<file path="config.mk">
export PLATFORM = sky130hd
export DESIGN_NAME = wide_restoring_divider
export DESIGN_NICKNAME = d
export VERILOG_FILES = /design/src/wrd_pkg.sv /design/src/wrd_datapath.sv /design/src/wrd_controller.sv /design/src/wide_restoring_divider.sv
export SDC_FILE = /design/constraint.sdc
export NUM_CORES = 2
export LEC_CHECK = 0
export ABC_AREA = 1
export ABC_CLOCK_PERIOD_IN_PS = 11430
export BUFFER_PORTS_ARGS = -buffer_cell sky130_fd_sc_hd__buf_2
export CORE_ASPECT_RATIO = 1.1
export CORE_MARGIN = 1
export CORE_UTILIZATION = 45
export DETAILED_ROUTE_END_ITERATION = 7
export GPL_ROUTABILITY_DRIVEN = 0
export HOLD_SLACK_MARGIN = 0.08
export SYNTH_ARGS = -nofsm -noshare
export SYNTH_HDL_FRONTEND = slang
export SYNTH_SLANG_ARGS = --single-unit
</file>
<file path="constraint.sdc">
create_clock -name clock -period 11.43 [get_ports clock]
set_input_delay 2.286 -clock clock [delete_from_list [all_inputs] [get_ports clock]]
set_output_delay 2.286 -clock clock [all_outputs]
set_load 0.05 [all_outputs]
</file>
<file path="src/wrd_pkg.sv">
`default_nettype none
// ----------------------------------------------------------------------------
// Wide restoring divider package
// Shared widths, channel payload types and the controller/datapath interface.
// ----------------------------------------------------------------------------
package wrd_pkg;

   localparam int WORD_W  = 64;
   localparam int VALUE_W = 2 * WORD_W;
   localparam int LZ_W    = $clog2(VALUE_W);
   localparam int STEP_W  = LZ_W + 1;

   // Largest leading-zero count; a zero value is treated as having its msb at bit 0.
   localparam logic [LZ_W-1:0] LZ_MAX = LZ_W'(VALUE_W - 1);

   typedef struct packed {
      logic [WORD_W-1:0] dividend_low;
      logic [WORD_W-1:0] dividend_high;
      logic [WORD_W-1:0] divisor_low;
      logic [WORD_W-1:0] divisor_high;
   } req_type;

   typedef struct packed {
      logic [WORD_W-1:0] quotient_low;
      logic [WORD_W-1:0] quotient_high;
      logic [WORD_W-1:0] remainder_low;
      logic [WORD_W-1:0] remainder_high;
   } rsp_type;

   // Commands from the controller to the datapath.
   typedef struct packed {
      logic load;
      logic norm;
      logic align;
      logic step;
   } wrd_cmd_type;

   // Status from the datapath to the controller.
   typedef struct packed {
      logic              norm_done;
      logic              n_ge_d;
      logic [STEP_W-1:0] step_count;
   } wrd_status_type;

endpackage
`default_nettype wire

</file>
<file path="src/wrd_datapath.sv">
`default_nettype none
// ----------------------------------------------------------------------------
// Wide restoring divider datapath
// Leading-zero normalization, divisor alignment and the compare-subtract-shift
// step of restoring division, all under command of the controller.
// ----------------------------------------------------------------------------
module wrd_datapath (
   input  wire                    clock,
   input  wrd_pkg::wrd_cmd_type   cmd,
   input  wrd_pkg::req_type       req_data,
   output wrd_pkg::wrd_status_type status,
   output wrd_pkg::rsp_type       rsp_data
);
   import wrd_pkg::*;

   typedef struct packed {
      logic [VALUE_W-1:0] value;
      logic [LZ_W-1:0]    count;
      logic               done;
   } norm_type;

   logic [VALUE_W-1:0] rem_ff, rem_in;
   logic [VALUE_W-1:0] div_ff, div_in;
   logic [VALUE_W-1:0] quo_ff, quo_in;
   logic [VALUE_W-1:0] tn_ff, td_ff;
   logic [LZ_W-1:0]    lzn_ff, lzd_ff;
   logic [VALUE_W:0]   diff;
   logic               fits;
   logic [LZ_W-1:0]    shift;
   norm_type           norm_n, norm_d;

   // One normalization step: shift left by 16, 4 or 1 while the top bits are
   // zero, never counting past the largest leading-zero count.
   function automatic norm_type norm_step(input logic [VALUE_W-1:0] value,
                                          input logic [LZ_W-1:0] count);
      norm_type r;
      r.value = value;
      r.count = count;
      r.done  = 1'b0;
      if (value[VALUE_W-1 -: 16] == '0 && count <= LZ_MAX - LZ_W'(16)) begin
         r.value = value << 16;
         r.count = count + LZ_W'(16);
      end else if (value[VALUE_W-1 -: 4] == '0 && count <= LZ_MAX - LZ_W'(4)) begin
         r.value = value << 4;
         r.count = count + LZ_W'(4);
      end else if (!value[VALUE_W-1] && count != LZ_MAX) begin
         r.value = value << 1;
         r.count = count + LZ_W'(1);
      end else begin
         r.done = 1'b1;
      end
      return r;
   endfunction

   assign norm_n = norm_step(tn_ff, lzn_ff);
   assign norm_d = norm_step(td_ff, lzd_ff);

   // Normalization registers count leading zeros of both operands.
   always_ff @(posedge clock) begin
      if (cmd.load) begin
         tn_ff  <= {req_data.dividend_high, req_data.dividend_low};
         td_ff  <= {req_data.divisor_high, req_data.divisor_low};
         lzn_ff <= '0;
         lzd_ff <= '0;
      end else if (cmd.norm) begin
         tn_ff  <= norm_n.value;
         lzn_ff <= norm_n.count;
         td_ff  <= norm_d.value;
         lzd_ff <= norm_d.count;
      end
   end

   // Compare and subtract of the current step.
   assign diff  = {1'b0, rem_ff} - {1'b0, div_ff};
   assign fits  = !diff[VALUE_W];
   assign shift = lzd_ff - lzn_ff;

   // Next values of remainder, aligned divisor and quotient.
   always_comb begin
      rem_in = rem_ff;
      div_in = div_ff;
      quo_in = quo_ff;
      if (cmd.load) begin
         rem_in = {req_data.dividend_high, req_data.dividend_low};
         quo_in = '0;
      end else if (cmd.align) begin
         // td holds the divisor shifted up by lzd; back off by lzn to align msbs.
         div_in = td_ff >> lzn_ff;
      end else if (cmd.step) begin
         if (fits) begin
            rem_in = diff[VALUE_W-1:0];
         end
         quo_in = {quo_ff[VALUE_W-2:0], fits};
         div_in = div_ff >> 1;
      end
   end

   always_ff @(posedge clock) begin
      rem_ff <= rem_in;
      div_ff <= div_in;
      quo_ff <= quo_in;
   end

   // Status back to the controller.
   assign status.norm_done  = norm_n.done && norm_d.done;
   assign status.n_ge_d     = lzn_ff <= lzd_ff;
   assign status.step_count = {1'b0, shift} + STEP_W'(1);

   assign rsp_data.quotient_low   = quo_ff[WORD_W-1:0];
   assign rsp_data.quotient_high  = quo_ff[VALUE_W-1:WORD_W];
   assign rsp_data.remainder_low  = rem_ff[WORD_W-1:0];
   assign rsp_data.remainder_high = rem_ff[VALUE_W-1:WORD_W];

endmodule
`default_nettype wire

</file>
<file path="src/wrd_controller.sv">
`default_nettype none
// ----------------------------------------------------------------------------
// Wide restoring divider controller
// Sequences load, normalization, alignment, the division steps and the
// result handshake.
// ----------------------------------------------------------------------------
module wrd_controller (
   input  wire                     clock,
   input  wire                     reset,
   input  wire                     req_valid,
   output logic                    req_stall,
   output logic                    rsp_valid,
   input  wire                     rsp_stall,
   input  wrd_pkg::wrd_status_type status,
   output wrd_pkg::wrd_cmd_type    cmd
);
   import wrd_pkg::*;

   typedef enum logic [2:0] {
      ST_IDLE,
      ST_NORM,
      ST_ALIGN,
      ST_STEP,
      ST_DONE
   } state_type;

   state_type         state_ff;
   logic [STEP_W-1:0] steps_ff;

   // State register and step counter.
   always_ff @(posedge clock) begin
      if (reset) begin
         state_ff <= ST_IDLE;
         steps_ff <= '0;
      end else begin
         unique case (state_ff)
            ST_IDLE: begin
               if (req_valid) begin
                  state_ff <= ST_NORM;
               end
            end
            ST_NORM: begin
               if (status.norm_done) begin
                  state_ff <= ST_ALIGN;
               end
            end
            ST_ALIGN: begin
               if (status.n_ge_d) begin
                  steps_ff <= status.step_count;
                  state_ff <= ST_STEP;
               end else begin
                  state_ff <= ST_DONE;
               end
            end
            ST_STEP: begin
               steps_ff <= steps_ff - STEP_W'(1);
               if (steps_ff == STEP_W'(1)) begin
                  state_ff <= ST_DONE;
               end
            end
            ST_DONE: begin
               if (!rsp_stall) begin
                  state_ff <= ST_IDLE;
               end
            end
            default: begin
               state_ff <= ST_IDLE;
            end
         endcase
      end
   end

   // Commands and handshake outputs decode from the state.
   assign req_stall = state_ff != ST_IDLE;
   assign rsp_valid = state_ff == ST_DONE;
   assign cmd.load  = (state_ff == ST_IDLE) && req_valid;
   assign cmd.norm  = (state_ff == ST_NORM) && !status.norm_done;
   assign cmd.align = (state_ff == ST_ALIGN);
   assign cmd.step  = (state_ff == ST_STEP);

endmodule
`default_nettype wire

</file>
<file path="src/wide_restoring_divider.sv">
`default_nettype none
// ----------------------------------------------------------------------------
// Wide restoring divider
// Unsigned 128-bit division giving quotient and remainder.
// ----------------------------------------------------------------------------
// The request channel (req_valid, req_stall, req_data) carries the dividend
// and divisor as 64-bit halves; the response channel (rsp_valid, rsp_stall,
// rsp_data) returns quotient and remainder the same way. A request is taken
// when valid is high and stall is low at a rising clock edge.
// One request is worked on at a time: req_stall stays high from acceptance
// until its response has been taken. After acceptance the block counts
// leading zeros of both operands (16, 4 or 1 bits a cycle), aligns the
// divisor, then runs msb difference plus one steps of compare-subtract-shift
// on the 128-bit subtractor, at most 128. The response is presented in the
// cycle that follows the last step, or alignment when no steps run.
// If the dividend's msb lies below the divisor's, no steps are run.
// A zero divisor is not flagged; each quotient bit from the dividend's msb
// down is set and the remainder equals the dividend.
// The response holds steady while rsp_stall is high. Synchronous reset
// returns the controller to idle and drops any division in progress.
// ----------------------------------------------------------------------------
module wide_restoring_divider (
   input  wire               clock,
   input  wire               reset,
   input  wire               req_valid,
   output logic              req_stall,
   input  wrd_pkg::req_type  req_data,
   output logic              rsp_valid,
   input  wire               rsp_stall,
   output wrd_pkg::rsp_type  rsp_data
);
   import wrd_pkg::*;

   wrd_cmd_type    cmd;
   wrd_status_type status;

   // Sequencing.
   wrd_controller u_controller (
      .clock     (clock),
      .reset     (reset),
      .req_valid (req_valid),
      .req_stall (req_stall),
      .rsp_valid (rsp_valid),
      .rsp_stall (rsp_stall),
      .status    (status),
      .cmd       (cmd)
   );

   // Arithmetic.
   wrd_datapath u_datapath (
      .clock    (clock),
      .cmd      (cmd),
      .req_data (req_data),
      .status   (status),
      .rsp_data (rsp_data)
   );

endmodule
`default_nettype wire

</file>
## Word-level counts from Yosys, hierarchy flattened

Index checks and enable logic that the tools add are counted.

| cells by class | value |
|---|---|
| add/subtract/negate cells | 10 |
| magnitude comparators | 5 |
| equal/unequal tests | 14 |
| shift operators | 1 |
| mux-type cells | 30 |
| bitwise operators | 2 |
| reduce and logical (&&, ||, !) cells | 35 |

Operator list:

| kind | count |
|---|---|
| $mux 128 | 10 |
| $mux 135 | 6 |
| $sub 128x128->129 | 1 |
| $shr 128x7->128 | 1 |
| $logic_not 16->1 | 2 |
| $le 7x7->1 const B | 4 |
| $pmux 8 s2 | 1 |
| $mux 3 | 5 |
| $pmux 3 s5 | 1 |
| $add 7x1->7 const B | 2 |
| $add 7x3->7 const B | 2 |
| $add 7x5->7 const B | 2 |
| $ne 7x7->1 const B | 2 |
| $reduce_and 2->1 | 7 |
| $logic_and 1x1->1 | 9 |
| $reduce_bool 3->1 | 3 |
| $add 7x1->8 const B | 1 |
| $eq 8x1->1 const B | 1 |
| $logic_not 4->1 | 2 |
| $mux 8 | 1 |
| $ne 2x1->1 const B | 4 |
| $reduce_bool 4->1 | 2 |
| $sub 8x1->8 const B | 1 |
| $le 7x7->1 | 1 |
| other kinds (12) | 26 |

| word-level totals | value |
|---|---|
| bits in registers | 665 |
| input bits | 260 |
| logic and storage cells | 106 |

## Depth between registers and ports, before layout

| logic depth | value |
|---|---|
| depth after elaboration | 10 |
| mapped depth | 19 |
| depth with buffers taken out | 19 |

## Cells and area by module

From an unflattened synthesis, not the netlist that was laid out.

| unflattened totals | value |
|---|---|
| cell total of the unflattened synthesis | 8,536 |
| area total of the unflattened synthesis | 54,403.4 sq um |

By module, submodules not included:

| module | times used | cells each | area an instance (sq um) | sequential area each (sq um) |
|---|---|---|---|---|
| wrd_datapath | 1 | 8,408 | 53,631.4 | 18,217.5 |
| wrd_controller | 1 | 128 | 772.0 | 220.2 |

## Least setup slack after synthesis

Ideal clock, no wire load.

| timing path | value |
|---|---|
| kind | in2reg |
| start point | input port req_valid |
| end point | register u_datapath.rem_ff[0] (enable) |
| data arrival time | 5.202 ns |
| setup slack | 5.117 ns |
| stages on the path | 4 |
| path buffers | 2 |
| path through | nand3_1 -> clkbuf_1 -> clkbuf_1 -> nand2_1 |

| on the way | value |
|---|---|
| cells in the longest elaborated chain, start to end | 3 |
| elaborated cells between the ends (all ways) | 5 |
| those cells by class | 2 x eq/ne; 3 x reduce/logical |

Ends and longest elaborated chain:

| item | line | source |
|---|---|---|
| start: declaration | wide_restoring_divider.sv:25 | `input wire req_valid,` |
| $logic_and 1x1->1 (*) | wrd_controller.sv:76 | `assign cmd.load = (state_ff == ST_IDLE) && req_valid;` |
| $ne 2x2->1 (no source line) (tied with other cells) | - |  |
| $reduce_and 3->1 (no source line) (*) | - |  |
| end signal: assignment | wrd_datapath.sv:99 | `rem_ff <= rem_in;` |
| end: declaration | wrd_datapath.sv:22 | `logic [VALUE_W-1:0] rem_ff, rem_in;` |

Every way passes the cells marked *; elsewhere a longest branch is shown, timed or not.
A chain may end at the register's enable or synchronous reset.

## Worst setup path in the final report

| timing path | value |
|---|---|
| start point | register u_datapath.td_ff[127] |
| end point | register u_datapath.td_ff[39] (enable) |

| on the way | value |
|---|---|
| cells in the longest elaborated chain, start to end | 10 |
| elaborated cells between the ends (all ways) | 15 |
| those cells by class | 3 x mux; 12 x reduce/logical |

Ends and longest elaborated chain:

| item | line | source |
|---|---|---|
| start: declaration | wrd_datapath.sv:25 | `logic [VALUE_W-1:0] tn_ff, td_ff;` |
| start signal: assignment | wrd_datapath.sv:62 | `td_ff <= {req_data.divisor_high, req_data.divisor_low};` |
| start signal: assignment | wrd_datapath.sv:68 | `td_ff <= norm_d.value;` |
| $logic_not 1->1 | wrd_datapath.sv:46 | `end else if (!value[VALUE_W-1] && count != LZ_MAX) begin` |
| $logic_and 1x1->1 | wrd_datapath.sv:46 |  |
| $mux 1 | wrd_datapath.sv:46 |  |
| $mux 1 | wrd_datapath.sv:43 | `end else if (value[VALUE_W-1 -: 4] == '0 && count <= LZ_MAX - LZ_W'(4)) begin` |
| $mux 1 | wrd_datapath.sv:40 | `if (value[VALUE_W-1 -: 16] == '0 && count <= LZ_MAX - LZ_W'(16)) begin` |
| $logic_and 1x1->1 | wrd_datapath.sv:105 | `assign status.norm_done = norm_n.done && norm_d.done;` |
| $logic_not 1->1 | wrd_controller.sv:77 | `assign cmd.norm = (state_ff == ST_NORM) && !status.norm_done;` |
| $logic_and 1x1->1 | wrd_controller.sv:77 |  |
| $reduce_bool 2->1 (no source line) | - |  |
| $reduce_and 2->1 (no source line) (*) | - |  |

Marks and branches as above.

==> impl_metrics.yaml <==
layout:
  most_common_cell_after_layout_fill_and_taps_aside: "nand2_1"
  syn2layout_area_growth_pct: 10.91
  fin_nets: 9266
  commonest_non_fill_non_tap_cells_in_the_layout: "nand2_1, inv_1, nand3_1"
  post_route_cells_drive_above_1_share_pct: 8.074
floorplanning:
  die-width_um: 333.3
  io_pins: 518
  die_area_mm2: 0.1221
  rows: 133
  floorplan.initialDensity_pct: 45.40
  fp.coreArea_mm2: 0.1196
  die_y_um: 366.4
sta:
  fin_crit_sh_pct: 46.30
  clock-skew-final_ns: 0.03933
  timing_worst_slew_pin_value_ns: 1.146
  hold_violations: 0
  rsz_0062_raised_after_global_routing: "false"
  worst_slew_margin_rel_pct: 23.41
  timing.setup.tns_ns: 0
  max_clock_freq_mhz: 189.0
  setup_viol: 0
  slew_viols_final: 0
  finalHoldWorstSlack_ns: 0.4993
  fin_crit_ns: 5.292
synth:
  yosys.area_share.simple_pct: 35.64
  yosysWarnings: 0
  synth_adder_area_share_pct: 3.528
  synth-seq-cells: 665
  syn-mean-instance-area_um2: 6.291
  synth_top_family_by_area: "simple AND/OR/NAND/NOR gates"
  postSynth.topFlopCell: "edfxtp_1"
  synth_edf_count: 512
  synth.distinct_cells: 49
  synth-compound-area-share_pct: 14.04
  synth_fp_nets: 9047
  postSynth.asyncResetShare_pct: 0
  synth_xor_area_share_pct: 0.1773
  synth_top_area_cell: "edfxtp_1"
  synth_area_leaders: "edfxtp_1, nand2_1, nand3_1, inv_1, o21ai_0"
  multiplexer_fraction_of_the_synthesized_cell_area_pct: 0.2764
  synthDominantCellAreaShare_pct: 28.30
  postSynthCellCount: 8635
  mappedNetlistArea_mm2: 0.05432
  ys_seq_area_share_pct: 33.94
global_route:
  groute.usage.overall_pct: 38.96
  via_count_of_the_first_global_routing_pass: 55110
  grt_antenna_before_repair: 7
  globalRouteOverflowTotal: 0
  grt_first_pass_wirelength_mm: 355.1
  pin_count_of_the_biggest_net_entering_global_routing: 130
job:
  max_cap_viol_count: 0
critical_path:
  critical_path_required_ns: 11.78
  critPathCaptureType: "register"
  timing.critical_path.from_type: "register"
  critPathKind: "reg2reg"
  critical_path_arrival_ns: 5.64
  crit_path_max_fanout: 75
power_and_ir_drop:
  p_seq_share_pct: 23.9
  power_density_mw_per_mm2: 384.4
  comb_power_share_pct: 64.4
  p_leak_uw: 0.03009
  switchingPower_uw: 13490
  power.switching_fraction_pct: 58.22
  irDropWorstVdd_mv: 0.2487
  p_clk_share_pct: 11.6
  power.internal_uw: 9676
clock_network:
  cts_sinks: 665
  post_cts_setup_bufs: 0
  cts_tree: "done"
  clockBufferDepth: 3
  cts.hold.buffers_added: 0
  numCtsBuffers: 79
  cts_resized: 0
  htreeDepth: 3
  clock_latency_late_sink_ns: 0.73
  clk_transition_reported_paths_ns: 0.06
  cts-root-buf: "clkbuf_16"
run_status:
  outcome: "completed"
routing:
  routed-via-count: 61060
  drtPass1Iterations: 8
  routed_wire_length_per_instance_um: 23.47
  drcViolationCount: 0
  ant_nets: 0
  vias_per_cell: 5.832
  drt-initial-drc-count: 10020
  overall_routed_net_length_mm: 245.8
place:
  hpwl_mm: 193.3
  port_buffers: 517
worst_hold_path:
  holdCritPathClass: "reg2reg"
-- cell families (layout without fill, tap and decap cells) --
kind of cell             after synthesis  after routing
buffers and inverters               1746           2028
adder cells (fa/ha/maj)              152            152
AO/OA/AOI/OAI                       1369           1369
multiplexers                          15             15
AND/OR/NAND/NOR                     4677           4677
other                                  0              2
XOR/XNOR                              11             11
flip-flops                           665            665
-- layout make-up --
type / count / area, um2
antenna: 2 / 5.005
inverter: 1322 / 4986
tap: 1552 / 1942
sequential: 665 / 18460
multi-input combinational: 6224 / 29240
fill: 12590 / 59400
clock inverter: 38 / 529.3
timing repair buffer: 562 / 2925
clock buffer: 106 / 2163
-- worst max-delay path, stage by stage, from the launching register on --
cell and delay, ns:
edfxtp_1 0.39, inv_1 0.23, nand4_1 0.15, nor2_1 0.40
nand3_1 0.90, inv_2 0.82, o21ai_2 0.21, nand2_4 0.11
buf_4 0.77, buf_4 0.74
-- metrics by stage --
step | setup WS, ns | power (uW) | utilization (%) | instances | instance area, um2
floorplan | 5.117 | 15080 | - | 8635 | 54320
global placement | 6.149 | 19780 | 48.10 | 10330 | 57560
detailed placement | 6.127 | 19860 | 48.10 | 10330 | 57560
CTS | 6.366 | 22590 | 50.35 | 10470 | 60250
global route | 5.909 | 24510 | 50.35 | 10470 | 60250
finish | 6.138 | 23160 | 50.36 | 10470 | 60250
-- worst paths after layout --
check | startpoint | to | slack (ns) | depth (start not counted)
max | u_datapath.td_ff[127]$_DFFE_PP_ | u_datapath.td_ff[39]$_DFFE_PP_ | 6.14 | 9
min | u_datapath.quo_ff[110]$_SDFFE_PP0P_ | u_datapath.quo_ff[111]$_SDFFE_PP0P_ | 0.50 | 2
max reg2reg | u_datapath.td_ff[127]$_DFFE_PP_ | u_datapath.td_ff[39]$_DFFE_PP_ | 6.14 | 9
min reg2reg | u_datapath.quo_ff[110]$_SDFFE_PP0P_ | u_datapath.quo_ff[111]$_SDFFE_PP0P_ | 0.50 | 2
-- Yosys cell counts (all sizes together) (18+ instances only) --
cell	count
buf	198
a21oi	176
nand4	40
o22ai	92
o211ai	195
nand2	2629
nand3b	18
nor3	43
o21ai	852
inv	1322
nand3	1222
nor2	710
dfxtp	153
ha	150
edfxtp	512
clkbuf	226
-- power by group through the flow --
stage	logic [uW]	registers [uW]	clock network (uW)
after global placement	14300	5510	0
after global routing	16100	5600	2790
final	14900	5550	2690
after detailed placement	14300	5510	0
after floorplan	8670	6410	0
after CTS	14400	5480	2700
-- layer usage --
| layer | vias up | GRT usage, % | part of all wire (%) |
|---|---|---|---|
| li1 | 28610 | - | - |
| met3 | 537 | 11.38 | 13 |
| met4 | 8 | 17.41 | 5.1 |
| met1 | 28170 | 52.49 | 40 |
| met2 | 3735 | 57.48 | 42 |
| met5 | - | 0 | 0.018 |
-- flip-flops by register name, indices dropped and copies added (netlist names) --
| signal | count |
|---|---|
| u_datapath.quo_ff | 128 |
| u_datapath.lzd_ff | 7 |
| u_controller.state_ff | 3 |
| u_controller.steps_ff | 8 |
| u_datapath.rem_ff | 128 |
| u_datapath.td_ff | 128 |
| u_datapath.lzn_ff | 7 |
| u_datapath.div_ff | 128 |
| u_datapath.tn_ff | 128 |
Power figures use the tool's default switching activity.
